## config.mk

```make
export PLATFORM = sky130hd
export DESIGN_NAME = text_cell_format_printer
export DESIGN_NICKNAME = d
export VERILOG_FILES = /design/src/tcfp_pkg.sv /design/src/text_cell_format_printer.sv /design/src/tcfp_rowmul.sv /design/src/tcfp_conv.sv
export SDC_FILE = /design/constraint.sdc
export NUM_CORES = 1
export LEC_CHECK = 0
export ABC_AREA = 1
export BUFFER_PORTS_ARGS = -buffer_cell sky130_fd_sc_hd__buf_2
export CAP_MARGIN = 5
export CORE_ASPECT_RATIO = 1.2
export CORE_MARGIN = 1
export CORE_UTILIZATION = 40
export CTS_BUF_LIST = sky130_fd_sc_hd__clkbuf_8
export CTS_CLUSTER_DIAMETER = 100
export DETAILED_ROUTE_END_ITERATION = 8
export PLACE_DENSITY = 0.67
export REMOVE_ABC_BUFFERS = 1
export SKIP_CTS_REPAIR_TIMING = 1
export SYNTH_ARGS = -nofsm -noshare
export SYNTH_HDL_FRONTEND = slang
export SYNTH_SLANG_ARGS = --single-unit
```

## constraint.sdc

```tcl
create_clock -name i_clk -period 16.1 [get_ports i_clk]
set_clock_uncertainty 0.15 [all_clocks]
set_input_delay 0.805 -clock i_clk [delete_from_list [all_inputs] [get_ports i_clk]]
set_output_delay 0.805 -clock i_clk [all_outputs]
set_load 0.03 [all_outputs]
```

## src/tcfp_pkg.sv

```systemverilog
`default_nettype none
// ----------------------------------------------------------------------------
// tcfp_pkg - shared types and constants of the text cell format printer
// character codes, field widths and the control and status groups between
// the top level and the digit converter
// ----------------------------------------------------------------------------
package tcfp_pkg;

    localparam int ARG_W      = 32;
    localparam int DIGIT_W    = 4;
    localparam int NUM_DIGITS = 10;
    localparam int BCD_W      = NUM_DIGITS * DIGIT_W;
    localparam int OFFSET_W   = 23;
    localparam int POS_W      = 16;
    localparam int COLOUR_W   = 4;
    localparam int CHAR_W     = 8;

    localparam logic [CHAR_W-1:0] CH_NUL     = 8'h00;
    localparam logic [CHAR_W-1:0] CH_PCT     = 8'h25;
    localparam logic [CHAR_W-1:0] CH_C       = 8'h63;
    localparam logic [CHAR_W-1:0] CH_H       = 8'h68;
    localparam logic [CHAR_W-1:0] CH_I       = 8'h69;
    localparam logic [CHAR_W-1:0] CH_S       = 8'h73;
    localparam logic [CHAR_W-1:0] CH_T       = 8'h74;
    localparam logic [CHAR_W-1:0] CH_B       = 8'h62;
    localparam logic [CHAR_W-1:0] CH_X       = 8'h78;
    localparam logic [CHAR_W-1:0] CH_ZERO    = 8'h30;
    localparam logic [CHAR_W-1:0] CH_UPPER_A = 8'h41;

    localparam logic [POS_W-1:0]    WRAP_ROW = 16'd80;
    localparam logic [COLOUR_W-1:0] TEXT_RST = 4'hF;
    localparam logic [COLOUR_W-1:0] BACK_RST = 4'h0;

    typedef struct packed {
        logic start;
        logic hex;
        logic take;
    } t_conv_ctl;

    typedef struct packed {
        logic               valid;
        logic [DIGIT_W-1:0] digit;
        logic               last;
    } t_conv_st;

    function automatic logic [CHAR_W-1:0] f_glyph(input logic [DIGIT_W-1:0] d);
        logic [CHAR_W-1:0] g;
        if (d < 4'd10) begin
            g = CH_ZERO + CHAR_W'(d);
        end else begin
            g = CH_UPPER_A + CHAR_W'(d) - 8'd10;
        end
        return g;
    endfunction

endpackage
`default_nettype wire

```

## src/text_cell_format_printer.sv

```systemverilog
`default_nettype none
// ----------------------------------------------------------------------------
// text_cell_format_printer - format string bytes to text-mode cell writes
// parses ordinary bytes, colour directives and %h / %i numbers into cells
// ----------------------------------------------------------------------------
// timing: a plain byte is parsed after its beat and its cell is registered on the
//   output; a start byte first waits for the bit-serial row times stride multiply
// throughput: a new byte is taken only once the printer is back in idle; %i waits
//   for the double dabble, both %h and %i for the leading zero skip, then one
//   digit per cycle while the output does not stall
// reset: synchronous active low; position, colours and parse mode return to
//   row 0, column 0, white on black, plain text; no clearing pass
module text_cell_format_printer
    import tcfp_pkg::*;
#(
    parameter int ROW_STRIDE = 80
) (
    input  wire logic                i_clk,
    input  wire logic                i_rst_n,
    input  wire logic                i_in_valid,
    output logic                     o_in_stall,
    input  wire logic [CHAR_W-1:0]   i_symbol,
    input  wire logic [ARG_W-1:0]    i_arg_value,
    input  wire logic                i_first,
    input  wire logic [POS_W-1:0]    i_start_row,
    input  wire logic [POS_W-1:0]    i_start_col,
    output logic                     o_out_valid,
    input  wire logic                i_out_stall,
    output logic [OFFSET_W-1:0]      o_cell_offset,
    output logic [15:0]              o_cell_word,
    output logic                     o_last_of_run
);

    typedef enum logic [5:0] {
        S_IDLE  = 6'b000001,
        S_MUL   = 6'b000010,
        S_PARSE = 6'b000100,
        S_PFX0  = 6'b001000,
        S_PFX1  = 6'b010000,
        S_NUM   = 6'b100000
    } t_state;

    typedef enum logic [4:0] {
        M_NORMAL   = 5'b00001,
        M_PCT      = 5'b00010,
        M_PCT_C    = 5'b00100,
        M_SET_TEXT = 5'b01000,
        M_SET_BACK = 5'b10000
    } t_mode;

    t_state                r_state, n_state;
    t_mode                 r_mode, n_mode;
    logic [COLOUR_W-1:0]   r_text, n_text;
    logic [COLOUR_W-1:0]   r_back, n_back;
    logic [POS_W-1:0]      r_row, n_row;
    logic [POS_W-1:0]      r_col, n_col;
    logic [OFFSET_W-1:0]   r_base, n_base;
    logic [CHAR_W-1:0]     r_sym, n_sym;
    logic [ARG_W-1:0]      r_arg, n_arg;
    logic                  r_out_valid, n_out_valid;
    logic [OFFSET_W-1:0]   r_out_offset, n_out_offset;
    logic [15:0]           r_out_word, n_out_word;
    logic                  r_out_last, n_out_last;

    logic                  in_accept;
    logic                  out_free;
    logic                  emit_en;
    logic                  emit_char_move;
    logic                  emit_last;
    logic [CHAR_W-1:0]     emit_ch;
    logic                  mul_busy;
    logic [OFFSET_W-1:0]   mul_product;
    t_conv_ctl             conv_ctl;
    t_conv_st              conv_st;

    assign in_accept = i_in_valid && !o_in_stall;
    assign out_free  = !r_out_valid || !i_out_stall;

    tcfp_rowmul #(
        .ROW_STRIDE (ROW_STRIDE)
    ) u_rowmul (
        .i_clk     (i_clk),
        .i_rst_n   (i_rst_n),
        .i_start   (in_accept && i_first),
        .i_row     (i_start_row),
        .o_busy    (mul_busy),
        .o_product (mul_product)
    );

    tcfp_conv u_conv (
        .i_clk   (i_clk),
        .i_rst_n (i_rst_n),
        .i_ctl   (conv_ctl),
        .i_value (r_arg),
        .o_st    (conv_st)
    );

    always_comb begin
        n_state        = r_state;
        n_mode         = r_mode;
        n_text         = r_text;
        n_back         = r_back;
        n_row          = r_row;
        n_col          = r_col;
        n_base         = r_base;
        n_sym          = r_sym;
        n_arg          = r_arg;
        n_out_valid    = r_out_valid && i_out_stall;
        n_out_offset   = r_out_offset;
        n_out_word     = r_out_word;
        n_out_last     = r_out_last;
        emit_en        = 1'b0;
        emit_char_move = 1'b0;
        emit_last      = 1'b1;
        emit_ch        = r_sym;
        conv_ctl       = '0;

        case (r_state)
            S_IDLE: begin
                if (in_accept) begin
                    n_sym = i_symbol;
                    n_arg = i_arg_value;
                    if (i_first) begin
                        n_row   = i_start_row;
                        n_col   = i_start_col;
                        n_text  = TEXT_RST;
                        n_back  = BACK_RST;
                        n_mode  = M_NORMAL;
                        n_state = S_MUL;
                    end else begin
                        n_state = S_PARSE;
                    end
                end
            end
            S_MUL: begin
                if (!mul_busy) begin
                    n_base  = mul_product;
                    n_state = S_PARSE;
                end
            end
            S_PARSE: begin
                if (r_sym == CH_NUL) begin
                    n_state = S_IDLE;
                end else begin
                    case (r_mode)
                        M_PCT: begin
                            if (r_sym == CH_C) begin
                                n_mode  = M_PCT_C;
                                n_state = S_IDLE;
                            end else if (r_sym == CH_H) begin
                                n_mode         = M_NORMAL;
                                conv_ctl.start = 1'b1;
                                conv_ctl.hex   = 1'b1;
                                n_state        = S_PFX0;
                            end else if (r_sym == CH_I) begin
                                n_mode         = M_NORMAL;
                                conv_ctl.start = 1'b1;
                                n_state        = S_NUM;
                            end else if (r_sym == CH_S) begin
                                n_mode  = M_NORMAL;
                                n_state = S_IDLE;
                            end else if (r_sym == CH_PCT) begin
                                n_state = S_IDLE;
                            end else if (out_free) begin
                                n_mode         = M_NORMAL;
                                emit_en        = 1'b1;
                                emit_char_move = 1'b1;
                                n_state        = S_IDLE;
                            end
                        end
                        M_PCT_C: begin
                            if (r_sym == CH_T) begin
                                n_mode  = M_SET_TEXT;
                                n_state = S_IDLE;
                            end else if (r_sym == CH_B) begin
                                n_mode  = M_SET_BACK;
                                n_state = S_IDLE;
                            end else if (r_sym == CH_PCT) begin
                                n_mode  = M_PCT;
                                n_state = S_IDLE;
                            end else if (out_free) begin
                                n_mode         = M_NORMAL;
                                emit_en        = 1'b1;
                                emit_char_move = 1'b1;
                                n_state        = S_IDLE;
                            end
                        end
                        M_SET_TEXT: begin
                            n_text  = r_sym[COLOUR_W-1:0];
                            n_mode  = M_NORMAL;
                            n_state = S_IDLE;
                        end
                        M_SET_BACK: begin
                            n_back  = r_sym[COLOUR_W-1:0];
                            n_mode  = M_NORMAL;
                            n_state = S_IDLE;
                        end
                        default: begin
                            if (r_sym == CH_PCT) begin
                                n_mode  = M_PCT;
                                n_state = S_IDLE;
                            end else if (out_free) begin
                                n_mode         = M_NORMAL;
                                emit_en        = 1'b1;
                                emit_char_move = 1'b1;
                                n_state        = S_IDLE;
                            end
                        end
                    endcase
                end
            end
            S_PFX0: begin
                if (out_free) begin
                    emit_en   = 1'b1;
                    emit_ch   = CH_ZERO;
                    emit_last = 1'b0;
                    n_state   = S_PFX1;
                end
            end
            S_PFX1: begin
                if (out_free) begin
                    emit_en   = 1'b1;
                    emit_ch   = CH_X;
                    emit_last = 1'b0;
                    n_state   = S_NUM;
                end
            end
            S_NUM: begin
                if (conv_st.valid && out_free) begin
                    emit_en       = 1'b1;
                    emit_ch       = f_glyph(conv_st.digit);
                    emit_last     = conv_st.last;
                    conv_ctl.take = 1'b1;
                    if (conv_st.last) begin
                        n_state = S_IDLE;
                    end
                end
            end
            default: n_state = S_IDLE;
        endcase

        if (emit_en) begin
            n_out_valid  = 1'b1;
            n_out_offset = r_base + OFFSET_W'(r_col);
            n_out_word   = {r_back, r_text, emit_ch};
            n_out_last   = emit_last;
            // ordinary characters wrap to row zero once the row reaches the limit
            if (emit_char_move && r_row >= WRAP_ROW) begin
                n_row  = '0;
                n_base = '0;
                n_col  = r_col + POS_W'(1);
            end else begin
                n_col  = r_col + POS_W'(2);
            end
        end
    end

    always_ff @(posedge i_clk) begin
        if (!i_rst_n) begin
            r_state     <= S_IDLE;
            r_mode      <= M_NORMAL;
            r_text      <= TEXT_RST;
            r_back      <= BACK_RST;
            r_row       <= '0;
            r_col       <= '0;
            r_base      <= '0;
            r_out_valid <= 1'b0;
        end else begin
            r_state     <= n_state;
            r_mode      <= n_mode;
            r_text      <= n_text;
            r_back      <= n_back;
            r_row       <= n_row;
            r_col       <= n_col;
            r_base      <= n_base;
            r_out_valid <= n_out_valid;
        end
    end

    always_ff @(posedge i_clk) begin
        r_sym        <= n_sym;
        r_arg        <= n_arg;
        r_out_offset <= n_out_offset;
        r_out_word   <= n_out_word;
        r_out_last   <= n_out_last;
    end

    assign o_in_stall    = (r_state != S_IDLE);
    assign o_out_valid   = r_out_valid;
    assign o_cell_offset = r_out_offset;
    assign o_cell_word   = r_out_word;
    assign o_last_of_run = r_out_last;

    a_mul_only_in_wait: assert property (@(posedge i_clk) disable iff (!i_rst_n)
        mul_busy |-> r_state == S_MUL)
        else $error("row multiply running outside its wait state");

    a_first_starts_mul: assert property (@(posedge i_clk) disable iff (!i_rst_n)
        (in_accept && i_first) |=> (r_state == S_MUL && mul_busy))
        else $error("start beat did not launch the row multiply");

    a_idle_conv_quiet: assert property (@(posedge i_clk) disable iff (!i_rst_n)
        r_state == S_IDLE |-> !conv_st.valid)
        else $error("digits left over after the run ended");

endmodule
`default_nettype wire

```

## src/tcfp_rowmul.sv

```systemverilog
`default_nettype none
// ----------------------------------------------------------------------------
// tcfp_rowmul - bit-serial row times stride multiplier
// one row bit per cycle, msb first, shift and add into a 23-bit accumulator
// ----------------------------------------------------------------------------
module tcfp_rowmul
    import tcfp_pkg::*;
#(
    parameter int ROW_STRIDE = 80
) (
    input  wire logic                i_clk,
    input  wire logic                i_rst_n,
    input  wire logic                i_start,
    input  wire logic [POS_W-1:0]    i_row,
    output logic                     o_busy,
    output logic [OFFSET_W-1:0]      o_product
);

    localparam logic [OFFSET_W-1:0] STRIDE_EXT = OFFSET_W'(ROW_STRIDE);
    localparam int CNT_W = $clog2(POS_W);

    typedef enum logic [1:0] {
        R_IDLE = 2'b01,
        R_RUN  = 2'b10
    } t_rstate;

    t_rstate               r_state, n_state;
    logic [CNT_W-1:0]      r_cnt, n_cnt;
    logic [POS_W-1:0]      r_row, n_row;
    logic [OFFSET_W-1:0]   r_acc, n_acc;

    always_comb begin
        n_state = r_state;
        n_cnt   = r_cnt;
        n_row   = r_row;
        n_acc   = r_acc;
        case (r_state)
            R_IDLE: begin
                if (i_start) begin
                    n_state = R_RUN;
                    n_cnt   = CNT_W'(POS_W - 1);
                    n_row   = i_row;
                    n_acc   = '0;
                end
            end
            R_RUN: begin
                n_acc = {r_acc[OFFSET_W-2:0], 1'b0} + (r_row[POS_W-1] ? STRIDE_EXT : '0);
                n_row = {r_row[POS_W-2:0], 1'b0};
                n_cnt = r_cnt - 1'b1;
                if (r_cnt == '0) begin
                    n_state = R_IDLE;
                end
            end
            default: n_state = R_IDLE;
        endcase
    end

    always_ff @(posedge i_clk) begin
        if (!i_rst_n) begin
            r_state <= R_IDLE;
        end else begin
            r_state <= n_state;
        end
    end

    always_ff @(posedge i_clk) begin
        r_cnt <= n_cnt;
        r_row <= n_row;
        r_acc <= n_acc;
    end

    assign o_busy    = (r_state == R_RUN);
    assign o_product = r_acc;

endmodule
`default_nettype wire

```

## src/tcfp_conv.sv

```systemverilog
`default_nettype none
// ----------------------------------------------------------------------------
// tcfp_conv - number to digit converter
// bit-serial double dabble for decimal, direct nibble load for hex, then
// leading zeros dropped and digits handed out msb first one per beat
// ----------------------------------------------------------------------------
module tcfp_conv
    import tcfp_pkg::*;
(
    input  wire logic              i_clk,
    input  wire logic              i_rst_n,
    input  wire t_conv_ctl         i_ctl,
    input  wire logic [ARG_W-1:0]  i_value,
    output t_conv_st               o_st
);

    localparam int SHIFT_CNT_W = $clog2(ARG_W);
    localparam int LEFT_W      = $clog2(NUM_DIGITS + 1);

    typedef enum logic [3:0] {
        C_IDLE  = 4'b0001,
        C_SHIFT = 4'b0010,
        C_SKIP  = 4'b0100,
        C_EMIT  = 4'b1000
    } t_cstate;

    t_cstate                 r_state, n_state;
    logic [ARG_W-1:0]        r_bin, n_bin;
    logic [BCD_W-1:0]        r_bcd, n_bcd;
    logic [SHIFT_CNT_W-1:0]  r_cnt, n_cnt;
    logic [LEFT_W-1:0]       r_left, n_left;
    logic                    r_hex, n_hex;
    logic [BCD_W-1:0]        adj;
    logic [DIGIT_W-1:0]      top_digit;

    // add three to every bcd digit of five or more before the shift
    always_comb begin
        for (int g = 0; g < NUM_DIGITS; g++) begin
            if (r_bcd[g*DIGIT_W +: DIGIT_W] >= 4'd5) begin
                adj[g*DIGIT_W +: DIGIT_W] = r_bcd[g*DIGIT_W +: DIGIT_W] + 4'd3;
            end else begin
                adj[g*DIGIT_W +: DIGIT_W] = r_bcd[g*DIGIT_W +: DIGIT_W];
            end
        end
    end

    assign top_digit = r_bcd[BCD_W-1 -: DIGIT_W];

    always_comb begin
        n_state = r_state;
        n_bin   = r_bin;
        n_bcd   = r_bcd;
        n_cnt   = r_cnt;
        n_left  = r_left;
        n_hex   = r_hex;
        case (r_state)
            C_IDLE: begin
                if (i_ctl.start) begin
                    n_hex = i_ctl.hex;
                    if (i_ctl.hex) begin
                        n_bcd   = BCD_W'(i_value);
                        n_left  = LEFT_W'(NUM_DIGITS);
                        n_state = C_SKIP;
                    end else begin
                        n_bin   = i_value;
                        n_bcd   = '0;
                        n_cnt   = SHIFT_CNT_W'(ARG_W - 1);
                        n_state = C_SHIFT;
                    end
                end
            end
            C_SHIFT: begin
                n_bcd = {adj[BCD_W-2:0], r_bin[ARG_W-1]};
                n_bin = {r_bin[ARG_W-2:0], 1'b0};
                n_cnt = r_cnt - 1'b1;
                if (r_cnt == '0) begin
                    n_left  = LEFT_W'(NUM_DIGITS);
                    n_state = C_SKIP;
                end
            end
            C_SKIP: begin
                // the units digit is always shown
                if (top_digit == '0 && r_left != LEFT_W'(1)) begin
                    n_bcd  = {r_bcd[BCD_W-DIGIT_W-1:0], {DIGIT_W{1'b0}}};
                    n_left = r_left - 1'b1;
                end else begin
                    n_state = C_EMIT;
                end
            end
            C_EMIT: begin
                if (i_ctl.take) begin
                    n_bcd  = {r_bcd[BCD_W-DIGIT_W-1:0], {DIGIT_W{1'b0}}};
                    n_left = r_left - 1'b1;
                    if (r_left == LEFT_W'(1)) begin
                        n_state = C_IDLE;
                    end
                end
            end
            default: n_state = C_IDLE;
        endcase
    end

    always_ff @(posedge i_clk) begin
        if (!i_rst_n) begin
            r_state <= C_IDLE;
        end else begin
            r_state <= n_state;
        end
    end

    always_ff @(posedge i_clk) begin
        r_bin  <= n_bin;
        r_bcd  <= n_bcd;
        r_cnt  <= n_cnt;
        r_left <= n_left;
        r_hex  <= n_hex;
    end

    assign o_st.valid = (r_state == C_EMIT);
    assign o_st.digit = top_digit;
    assign o_st.last  = (r_left == LEFT_W'(1));

    a_take_when_emitting: assert property (@(posedge i_clk) disable iff (!i_rst_n)
        i_ctl.take |-> r_state == C_EMIT)
        else $error("digit taken while none offered");

    a_start_when_idle: assert property (@(posedge i_clk) disable iff (!i_rst_n)
        i_ctl.start |-> r_state == C_IDLE)
        else $error("conversion started while busy");

    a_decimal_digit: assert property (@(posedge i_clk) disable iff (!i_rst_n)
        (r_state == C_EMIT && !r_hex) |-> top_digit <= 4'd9)
        else $error("decimal digit out of range");

endmodule
`default_nettype wire

```

* Word level (Yosys, flattened, before mapping) *
Cells that the tools add are included.

storage, ports and cells
  flip-flop bits (word level) = 285
  input bits = 77
  output and inout port bits = 42
  word-level logic and storage cells = 266

cells by class
  add/sub/neg operators = 20
  $lt $le $gt $ge = 12
  eq/ne operators = 47
  multiplexer cells = 130
  reduce and logical (&&, ||, !) cells = 35

operators by type and width
  cell                                                                                 count
  16-bit 2-to-1 mux                                                                    11
  40-bit case mux with 4 select lines                                                  1
  40-bit 2-to-1 mux                                                                    3
  23-bit 2-to-1 mux                                                                    5
  4-bit 2-to-1 mux                                                                     28
  32-bit 2-to-1 mux                                                                    3
  6-bit 2-to-1 mux                                                                     15
  5-bit 2-to-1 mux                                                                     14
  32-bit case mux with 2 select lines                                                  1
  8-bit by 7-bit equality test with 1-bit output, second input constant                6
  23-bit case mux with 2 select lines                                                  1
  4-bit by 3-bit greater-or-equal comparator with 1-bit output, second input constant  10
  4-bit by 2-bit adder with 4-bit output, second input constant                        9
  6-bit case mux with 6 select lines                                                   1
  8-bit 2-to-1 mux                                                                     4
  16-bit case mux with 2 select lines                                                  1
  4-bit case mux with 4 select lines                                                   2
  2-bit != test, second input constant                                                 14
  4-bit case mux with 2 select lines                                                   3
  8-bit case mux with 3 select lines                                                   1
  23-bit by 16-bit adder with 23-bit output                                            1
  23-bit adder                                                                         1
  5-bit case mux with 2 select lines                                                   2
  5-bit AND reduction                                                                  4
  other kinds (53)                                                                     103

* Longest topological paths before layout *
Gate-level depths: netlist of run 1.

  depth in word-level cells = 14
  gate-level depth with buffers = 15
  depth with buffers taken out = 15

* Modules after synthesis *
From an unflattened synthesis of run 1, not the netlist that was laid out.

unflattened totals
  cell total of the unflattened synthesis = 1750
  area total of the unflattened synthesis = 15305.9 um^2

by module, submodules not included
  module                    instances  cells an instance  area an instance (um^2)  sequential area each (um^2)
  text_cell_format_printer  1          945                8110.3                   3823.7
  tcfp_conv                 1          578                5132.4                   2512.4
  tcfp_rowmul               1          227                2063.2                   1211.2

* Worst setup path after synthesis of run 1 *
OpenSTA, ideal clock, no wires.

  path type = register to register
  start = register r_state[4]
  end = register u_rowmul.r_acc[10] (netlist: u_rowmul.o_product[10]), enable pin
  setup time = 0.489 ns
  data arrival time = 6.184 ns
  data required time = 15.461 ns
  path slack = 9.277 ns
  cell stages (with the launch flop) = 8
  buffers on the path = 2
  clock period less this slack = 6.823 ns
  cells stage by stage = dfxtp_1 nor2_2 nand3_1 nor2_1 nand2_1 buf_2 clkbuf_1 o21ai_0

between the ends
  cells in the longest elaborated chain, start to end = 6

RTL lines
  item                                                       line                             text
  start: declaration                                         text_cell_format_printer.sv:51   t_state r_state, n_state;
  start signal: assignment                                   text_cell_format_printer.sv:269  r_state <= n_state;
  6-bit by 1-bit != test with 1-bit output                   text_cell_format_printer.sv:288  assign o_in_stall = (r_state != S_IDLE);
  net o_in_stall                                             text_cell_format_printer.sv:21   output logic o_in_stall,
  1-bit logical NOT                                          text_cell_format_printer.sv:76   assign in_accept = i_in_valid && !o_in_stall;
  1-bit logical AND                                          text_cell_format_printer.sv:76
  1-bit logical AND                                          text_cell_format_printer.sv:84   .i_start (in_accept && i_first),
  2-bit by 1-bit != test with 1-bit output (no source line)  -
  2-bit AND reduction (no source line)                       -
  end signal: assignment                                     tcfp_rowmul.sv:69                r_acc <= n_acc;
  end: declaration                                           tcfp_rowmul.sv:30                logic [OFFSET_W-1:0] r_acc, n_acc;

The timed path passes the listed nets, and every way through them passes these cells.
A chain may end at the register's enable or synchronous reset.

* Final worst setup path of run 1 *
  start = register r_state[1]
  end = register r_out_word[0] (netlist: o_cell_word[0]), enable pin

between the ends
  cells in the longest elaborated chain, start to end = 3
  elaborated cells on any way between the ends = 6
  those cells by class = eq/ne (4); mux (1); reduce/logical (1)

RTL lines
  item                                                                                                              line                             text
  6-bit by 5-bit equality test with 1-bit output or 6-bit by 4-bit equality test with 1-bit output (tied branches)  text_cell_format_printer.sv:118  case (r_state)
  2-bit OR reduction (no source line)                                                                               -
  1-bit case mux with 3 select lines *                                                                              text_cell_format_printer.sv:118
  end signal: assignment                                                                                            text_cell_format_printer.sv:284  r_out_word <= n_out_word;
  end: declaration                                                                                                  text_cell_format_printer.sv:62   logic [15:0] r_out_word, n_out_word;

Every way passes the cells marked *; elsewhere a longest branch is shown, timed or not.

==> flow_metrics.env, run 1 <==
export IMPL_p_clk_share_pct=28.5
export IMPL_reg2regPathDepth=8
export IMPL_status="completed"
export IMPL_switching_share_pct=34.73
export IMPL_ys_warnings_count=0
export IMPL_synthTopCellsByArea="edfxtp_1 41%, dfxtp_1 11%, nand2_1 8.7%"
export IMPL_fp_dieH_um=210.7
export IMPL_p_leak_nw=7.157
export IMPL_drive_gt1_share_pct=14.44
export IMPL_grt_pass1_vias=11060
export IMPL_cts_root_buf="clkbuf_8"
export IMPL_grt_use_met2_pct=30.38
export IMPL_power_mw=2.246
export IMPL_synthArstFlopShare_pct=0
export IMPL_criticalPathCategory="reg2reg"
export IMPL_grt_setup_unrepaired="no"
export IMPL_nets=1894
export IMPL_yosysSeqAreaShare_pct=51.97
export IMPL_max_stage_delay_ps=510
export IMPL_critPathMaxFanout=30
export IMPL_vias_per_cell=5.009
export IMPL_pwr_share_comb_pct=25.4
export IMPL_use_met3_pct=3.078
export IMPL_drv_cap=0
export IMPL_cts_buffer_depth=3
export IMPL_vias=11400
export IMPL_gp_routability_congestion=0.8738
export IMPL_grt_max_degree=80
export IMPL_hpwl_um=22950
export IMPL_ant_nets=0
export IMPL_insertion_delay_ps=600
export IMPL_slew_headroom_pct=30.56
export IMPL_final_cell_count_no_fill=2275
export IMPL_io_pin_count=119
export IMPL_pwr_share_seq_pct=46.1
export IMPL_cp_end_kind="register"
export IMPL_finalHoldViolCount=0
export IMPL_synth_top_cells_by_count="335 x nand2_1, 228 x inv_1, 200 x edfxtp_1"
export IMPL_fin_crit_ps=3400
export IMPL_dr_pass1_iters=7
export IMPL_whs_endpoint="r_arg[11]"
export IMPL_routedWlPerCell_um=14.22
export IMPL_worstReg2RegEnd="o_cell_word[0]"
export IMPL_synth_area_um2=14520
export IMPL_fmax_mhz=294.1
export IMPL_p_switching_mw=0.7801
export IMPL_drc=0
export IMPL_placedCellCount=2190
export IMPL_place_area_um2=15540
export IMPL_initial_core_util_pct=40.51
export IMPL_synth_top_area_share_pct=41.36
export IMPL_irDropWorstVdd_mv=0.07447
export IMPL_min_path_cells=1
export IMPL_core_um2=35850
export IMPL_internal_power_mw=1.466
export IMPL_antenna_cells=0
export IMPL_drt_iter0_drc=705
export IMPL_hold_path_class="in2reg"
export IMPL_setup_viol=0
export IMPL_slowest_stage="nand2_2"
export IMPL_cpMostUsedCell="nand2_2"
export IMPL_synth_edff_count=200
export IMPL_crit_family="simple AND/OR/NAND/NOR gates"
export IMPL_synth_ff_type="edfxtp_1"
export IMPL_cp_arrival_ps=3490
export IMPL_tritoncts="built"
export IMPL_post_route_period_util_pct=21.12
export IMPL_grt_busiest_layer="met2"
export IMPL_r2r_start="r_state[1]"
export IMPL_clk_pin_slew_ps=60
export IMPL_worst_pin_slew_ps=1041
export IMPL_ys_seq_elements=277
export IMPL_finalWirelength_um=32360
export IMPL_dieArea_um2=37070
export IMPL_numCtsBuffers=47
export IMPL_die_x_um=175.9
export IMPL_antenna_found_initial=0
export IMPL_final_setup_tns_ps=0
export IMPL_avgSynthCellArea_um2=8.806
export IMPL_synth_most_common_cell="nand2_1"
export IMPL_portBuffers=118
export IMPL_postLayoutCoreUtil_pct=46.07
export IMPL_rrSetupSlack_ps=12700
export IMPL_globalRouteTotalUtil_pct=17.61
export IMPL_syn_inst=1649
export IMPL_powerDensity_nw_per_um2=136.0
export IMPL_critPathRequiredTime_ps=16190
export IMPL_design_area_um2=16510
export IMPL_slew_viol_final=0
export IMPL_cts_max_level=2
export IMPL_rows=76
export IMPL_hp_start="i_arg_value[11]"
export IMPL_overflow=0
export IMPL_synth_cell_types=48
export IMPL_grtUsageMet1_pct=22.00
export IMPL_crit_chain="nor2_1, nand4_2, inv_2, nand2_2, nor2_4, nand2_2, nand2_2, buf_4"
export IMPL_crit_buf_inv=2
export IMPL_grt_first_pass_wirelength_um=53000
export IMPL_clock_sinks=277
export IMPL_start_kind="register"
export IMPL_synth_top_area_cell="edfxtp_1"
export IMPL_syn2layout_area_growth_pct=13.73
through the flow:
step | setup slack, ps | hold WS, ps
2_1_floorplan | 8880 | 258.6
3_3_place_gp | 12510 | 266.4
3_5_place_dp | 12330 | 266.9
4_1_cts | 12730 | 194.2
5_1_grt | 12420 | 198.9
6_report | 12700 | 230.2
layer usage:
| layer | up-vias | wire length [µm] |
|---|---|---|
| li1 | 5820 | - |
| met1 | 5256 | 14350 |
| met2 | 263 | 15800 |
| met3 | 56 | 1491 |
| met4 | 0 | 721 |
| met5 | - | 0 |
cells by family (layout without fill, tap and decap cells):
family                     after synthesis  count (layout)  share of synthesized area (%)
AOI/OAI and AO/OA                      298             298                          12.05
xor gates and xnor gates                61              61                          3.679
and+or+nand+nor                        661             661                          20.05
adders and majority gates               46              46                          4.015
buffers and inverters                  306             464                          8.237
DFF                                    277             277                          51.97
state kept, by name, summed over array words and instances, names as in the netlist, 5 cells and up:
name / cells
r_sym: 8
r_state: 6
r_arg: 32
u_conv.r_bcd: 40
u_rowmul.o_product: 19
r_base: 23
r_col: 16
r_mode: 5
o_cell_word: 16
o_cell_offset: 23
u_conv.r_bin: 32
u_conv.r_cnt: 5
u_rowmul.r_row: 16
r_row: 12
worst register-to-register path: stages (launching register included):
cell     delay [ps]
dfxtp_1         330
nor2_1          220
nand4_2         280
inv_2           300
nand2_2         130
nor2_4          350
nand2_2         260
nand2_2         520
buf_4           470
layout make-up:
type                       instances  area [µm²]
clock inverter                    28       186.4
sequential                       277        7547
tap                              468       585.6
inverter                         253       949.7
fill                            3462       19330
timing repair buffer             126       650.6
multi-input combinational       1066        5811
clock buffer                      57       784.5
layout by cell type, fill, tap and decap left out, drive strengths merged, types with 2 or more instances in the layout:
cell type,instances
o21a,3
clkinv,13
a31oi,5
xnor2,17
o21ai,129
o221ai,18
o32ai,3
edfxtp,200
o21bai,4
a21oi,74
ha,45
nor3,16
a22oi,3
o211ai,41
or2,6
xor2,44
nand3,89
bufinv,2
nor4,4
nand4,44
a21o,3
inv,265
buf,126
o22ai,11
clkbuf,57
nand2,343
dfxtp,77
nor3b,3
nor2,155
power by group through the flow:
stage	Combinational (mW)	Clock [mW]	Sequential, mW
2_1_floorplan	0.411	0	1.03
3_3_place_gp	0.549	0	1.04
3_5_place_dp	0.570	0	1.05
4_1_cts	0.574	0.663	1.03
5_1_grt	0.654	0.689	1.05
6_report	0.571	0.640	1.03
how the worst max path moves through the flow:
stage	slack (ps)	endpoint	cells past startpoint	startpoint
CTS	12730	o_cell_word[5]	8	r_state[1]
global placement	12510	o_cell_word[0]	9	i_out_stall
detailed placement	12330	o_cell_word[0]	9	i_out_stall
global route	12420	u_conv.r_bcd[16]	8	u_conv.r_state[0]
floorplan	8880	u_rowmul.o_product[10]	5	r_state[4]
finish	12700	o_cell_word[0]	8	r_state[1]
(Power assumes the default switching activity.)
==> run 2, diff against run 1 <==
- PLACE_DENSITY: 0.67 -> 0.69
- clock period: 16.1 -> 3.1 ns (I/O delays scaled with it)
==> run 2 against run 1 <==
Against the previous run:
- combinational power rose to 5.5 times the previous value
- final cell count up 3.9%
- largest cell class unchanged
- critical endpoint is now o_cell_offset[22]
- via count up 4.7%
- critical path depth up 3
- sequential power rose to 5.2 times the previous value
- global-route usage up 0.060 points
- wire length up 5.6%
==> flow_metrics.env, run 2 (synthesis gave the netlist of run 1 again) <==
export IMPL_final_common_cell="nand2_1"
export IMPL_reg2regPathDepth=11
export IMPL_cts_buffer_depth=3
export IMPL_clk_pin_slew_ps=60
export IMPL_syn2layout_area_growth_pct=19.32
export IMPL_hp_start="i_out_stall"
export IMPL_r2r_start="r_col[1]"
export IMPL_drc=0
export IMPL_portBuffers=118
export IMPL_vias=11930
export IMPL_die_x_um=175.9
export IMPL_p_leak_nw=7.515
export IMPL_dr_pass1_iters=6
export IMPL_final_setup_tns_ps=0
export IMPL_drt_iter0_drc=781
export IMPL_largest_register_ffs=40
export IMPL_worst_pin_slew_ps=1050
export IMPL_grt_setup_unrepaired="no"
export IMPL_powerDensity_nw_per_um2=670.4
export IMPL_rows=76
export IMPL_status="completed"
export IMPL_max_stage_delay_ps=470
export IMPL_finalWirelength_um=34160
export IMPL_cp_num_cells=11
export IMPL_cpMostUsedCell="nand2_1"
export IMPL_tritoncts="built"
export IMPL_grt_pass1_vias=11180
export IMPL_whs_endpoint="r_state[4]"
export IMPL_cp_end_kind="register"
export IMPL_clock_sinks=277
export IMPL_layout_common_cells="335 x nand2_1, 247 x inv_1, 200 x edfxtp_1, 133 x nor2_1, 123 x o21ai_0"
export IMPL_numCtsBuffers=45
export IMPL_grt_max_degree=79
export IMPL_globalRouteTotalUtil_pct=17.67
export IMPL_top_register="u_conv.r_bcd"
export IMPL_finalHoldViolCount=0
export IMPL_initial_core_util_pct=40.51
export IMPL_crit_family="simple AND/OR/NAND/NOR gates"
export IMPL_grt_first_pass_wirelength_um=53290
export IMPL_core_um2=35850
export IMPL_min_path_cells=5
export IMPL_irDropWorstVdd_mv=0.4444
export IMPL_vias_per_cell=5.045
export IMPL_fin_ws_ps=304.3
export IMPL_drive_gt1_share_pct=14.14
export IMPL_critPathRequiredTime_ps=3270
export IMPL_slowest_stage="fa_1"
export IMPL_slew_headroom_pct=29.92
export IMPL_cts_root_buf="clkbuf_8"
export IMPL_start_kind="register"
export IMPL_whs_ps=55.15
export IMPL_worstReg2RegEnd="o_cell_offset[22]"
export IMPL_io_pin_count=119
export IMPL_rrSetupSlack_ps=300
export IMPL_fp_dieH_um=210.7
export IMPL_power_mw=11.62
export IMPL_setup_viol=0
export IMPL_cp_arrival_ps=2960
export IMPL_antenna_found_initial=0
export IMPL_fmax_mhz=357.7
export IMPL_slew_viol_final=0
export IMPL_hpwl_um=23150
export IMPL_overflow=0
export IMPL_top_regs="u_conv.r_bcd: 40 flops, r_arg: 32 flops, u_conv.r_bin: 32 flops"
export IMPL_pre_cts_ws_ps=312.6
export IMPL_antenna_cells=0
export IMPL_post_route_period_util_pct=90.18
export IMPL_routedWlPerCell_um=14.45
export IMPL_criticalPathCategory="reg2reg"
export IMPL_crit_chain="inv_1, fa_1, nand3b_1, nand2_1, a21oi_1, o21ai_0, nand3_1, nand2_1, nand3_1, o21ai_0, nand2_1"
export IMPL_hold_path_class="in2reg"
export IMPL_critPathMaxFanout=7
export IMPL_dieArea_um2=37070
export IMPL_gp_routability_congestion=0.8925
export IMPL_nets=1983
export IMPL_cts_max_level=2
export IMPL_insertion_delay_ps=590
export IMPL_drv_cap=0
export IMPL_ant_nets=0
export IMPL_fin_crit_ps=2796
export IMPL_crit_buf_inv=1
-- run 2: changes by cell type in the layout (fill, tap and decap cells not counted), sizes merged --
| cell | change |
|---|---|
| buf | +16 |
| clkbuf | -7 |
| clkinv | -2 |
| clkinvlp | +2 |
| dlygate4sd3 | +75 |
| inv | +5 |
-- run 2: through the flow --
| stage | cell area, µm² | utilization (%) | std cells |
|---|---|---|---|
| detailed placement | 15690 | 43.76 | 2206 |
| global route | 17330 | 48.33 | 2364 |
| finish | 17330 | 48.33 | 2364 |
| CTS | 16580 | 46.24 | 2289 |
| global placement | 15690 | 43.76 | 2206 |
| floorplan | 14270 | - | 1596 |
-- run 2: worst max-delay path by stage --
stage               start                endpoint  slack (ps)
3_3_place_gp     r_col[0]       o_cell_offset[22]         340
6_report         r_col[1]       o_cell_offset[22]         300
2_1_floorplan  r_state[4]  u_rowmul.o_product[10]       -4120
3_5_place_dp     r_col[1]       o_cell_offset[22]         310
5_1_grt         r_base[0]       o_cell_offset[22]          70
4_1_cts          r_col[1]       o_cell_offset[22]         300
-- run 2: tightest hold or removal path, stage by stage --
cell and delay (ps):
buf_2 110, nand2_1 220, nor2_1 110, nor2_1 110, nor2_1 40
-- run 2: layer usage --
metal	up-vias	wire length [µm]	global-route usage, %
li1	5980	-	-
met1	5533	14420	21.63
met2	344	16970	30.86
met3	70	1791	2.754
met4	0	975	7.256
met5	-	0	0
-- run 2: final cells by class --
class | instances | area (µm²)
sequential | 277 | 7547
timing repair buffer | 217 | 1546
fill | 3322 | 18520
tap | 468 | 585.6
clock buffer | 50 | 688.2
inverter | 253 | 949.7
multi-input combinational | 1066 | 5811
clock inverter | 33 | 198.9
-- run 2: report_power, final --
group	switching [mW]	internal, mW
Combinational	2.14	0.978
Sequential	0.475	4.90
Clock	1.47	1.65
==> run 3, diff against run 2 <==
- CORE_ASPECT_RATIO: 1.2 -> 0.8
- HOLD_SLACK_MARGIN: unset -> 0.02
==> run 3 against run 2 <==
Against the previous run:
- sequential share of layout area fell by 0.48 points
- register-to-register slack improved by 40 ps
- non-clock buffer count rose by 5
- maximum frequency rose by 1.4%
- clock power rose by 16%
- global-route usage rose by 1.0 points
- wire length rose by 3.8%
- core utilization rose by 0.55 points
- critical path depth did not move
- final cell count rose by 0.89%
- flip-flop and latch count did not move
- critical path type unchanged
==> flow_metrics.env, run 3 (synthesis gave the netlist of run 1 again) <==
export IMPL_status="completed"
export IMPL_cts_root_buf="clkbuf_8"
export IMPL_antenna_found_initial=0
export IMPL_vias=11970
export IMPL_setup_viol=0
export IMPL_grt_pass1_vias=10960
export IMPL_slew_viol_final=0
export IMPL_dieArea_um2=37070
export IMPL_overflow=0
export IMPL_crit_buf_inv=1
export IMPL_final_common_cell="nand2_1"
export IMPL_fin_ws_ps=343.1
export IMPL_drv_cap=0
export IMPL_fp_dieH_um=172.4
export IMPL_cpMostUsedCell="nand2_1"
export IMPL_grt_setup_unrepaired="no"
export IMPL_drive_gt1_share_pct=14.91
export IMPL_criticalPathCategory="reg2reg"
export IMPL_top_regs="u_conv.r_bcd: 40 flops, r_arg: 32 flops, u_conv.r_bin: 32 flops"
export IMPL_initial_core_util_pct=40.52
export IMPL_gp_routability_congestion=0.9296
export IMPL_finalHoldViolCount=0
export IMPL_crit_chain="inv_1, fa_1, nand3b_1, nand2_1, a21oi_1, o21ai_1, nand3_1, nand2_1, nand3_1, o21ai_0, nand2_1"
export IMPL_critPathMaxFanout=7
export IMPL_pre_cts_ws_ps=252.6
export IMPL_largest_register_ffs=40
export IMPL_top_register="u_conv.r_bcd"
export IMPL_grt_max_degree=79
export IMPL_cts_max_level=2
export IMPL_finalWirelength_um=35460
export IMPL_cts_buffer_depth=3
export IMPL_powerDensity_nw_per_um2=695.4
export IMPL_syn2layout_area_growth_pct=20.64
export IMPL_vias_per_cell=5.017
export IMPL_insertion_delay_ps=620
export IMPL_grt_first_pass_wirelength_um=55660
export IMPL_p_leak_nw=7.605
export IMPL_io_pin_count=119
export IMPL_dr_pass1_iters=7
export IMPL_numCtsBuffers=47
export IMPL_hpwl_um=24260
export IMPL_clock_sinks=277
export IMPL_nets=1990
export IMPL_core_um2=35840
export IMPL_antenna_cells=0
export IMPL_ant_nets=0
export IMPL_critPathRequiredTime_ps=3300
export IMPL_fin_crit_ps=2757
export IMPL_whs_ps=98.67
export IMPL_portBuffers=118
export IMPL_postLayoutCoreUtil_pct=48.88
export IMPL_die_x_um=215.0
export IMPL_max_stage_delay_ps=480
export IMPL_cp_end_kind="register"
export IMPL_irDropWorstVdd_mv=0.4626
export IMPL_fmax_mhz=362.7
export IMPL_globalRouteTotalUtil_pct=18.71
export IMPL_worst_pin_slew_ps=1229
export IMPL_routedWlPerCell_um=14.87
export IMPL_drc=0
export IMPL_drt_iter0_drc=1115
export IMPL_hold_path_class="in2reg"
export IMPL_slew_headroom_pct=17.74
export IMPL_slowest_stage="fa_1"
export IMPL_clk_pin_slew_ps=70
export IMPL_start_kind="register"
export IMPL_crit_family="simple AND/OR/NAND/NOR gates"
export IMPL_rows=62
export IMPL_post_route_period_util_pct=88.93
export IMPL_fill_cells=3428
export IMPL_layout_common_cells="335 x nand2_1, 241 x inv_1, 200 x edfxtp_1, 133 x nor2_1, 122 x o21ai_0"
export IMPL_tritoncts="built"
export IMPL_cp_arrival_ps=2960
[run 3: cell count changes in the layout (fill, tap and decap cells not counted)]
cell	previous run	this run
nor2_2	15	16
nor2_4	6	5
clkbuf_8	50	54
clkinv_8	0	2
o21ai_0	123	122
buf_12	2	1
clkinv_2	3	7
clkinvlp_4	3	1
bufinv_16	2	5
inv_1	247	241
buf_4	22	28
clkinv_1	8	7
o21ai_1	2	3
[run 3: cell type report]
| cell class | count | area, µm² | share of cell area (%) |
|---|---|---|---|
| Sequential cell | 277 | 7547 | 43.08 |
| Multi-Input combinational cell | 1066 | 5806 | 33.14 |
| Timing Repair Buffer | 222 | 1572 | 8.971 |
| Inverter | 253 | 949.7 | 5.421 |
| Clock buffer | 54 | 743.2 | 4.243 |
| Tap cell | 480 | 600.6 | 3.428 |
| Clock inverter | 33 | 300.3 | 1.714 |
[run 3: path summary, 6_finish.rpt]
check / end / slack, ps / cells past startpoint / startpoint
max reg2reg: o_cell_offset[22] / 340 / 11 / r_col[1]
max: o_cell_offset[22] / 340 / 11 / r_col[1]
min: r_arg[28] / 100 / 2 / i_arg_value[28]
min reg2reg: o_cell_word[13] / 280 / 0 / r_back[1]
[run 3: layer usage]
metal	part of all wire, %	vias up	track usage (%)
met5	0	-	0
met2	42	373	27.73
met1	50	5522	27.21
li1	-	6002	-
met3	6.3	68	3.113
met4	2.6	0	7.246
[run 3: stage by stage]
| stage | cell area (µm²) | power [mW] | std cells | TNS, ps |
|---|---|---|---|---|
| 2_1_floorplan | 14270 | 7.487 | 1596 | -444010 |
| 3_3_place_gp | 15720 | 8.346 | 2223 | 0 |
| 3_5_place_dp | 15720 | 8.492 | 2223 | 0 |
| 4_1_cts | 16770 | 12.18 | 2310 | 0 |
| 5_1_grt | 17520 | 12.91 | 2385 | 0 |
| 6_report | 17520 | 12.18 | 2385 | 0 |
[run 3: power breakdown]
group / switching [mW] / internal [mW] / total [mW]
Combinational: 2.22 / 0.991 / 3.21
Sequential: 0.452 / 4.90 / 5.35
Clock: 1.59 / 2.03 / 3.62
Total: 4.26 / 7.92 / 12.2
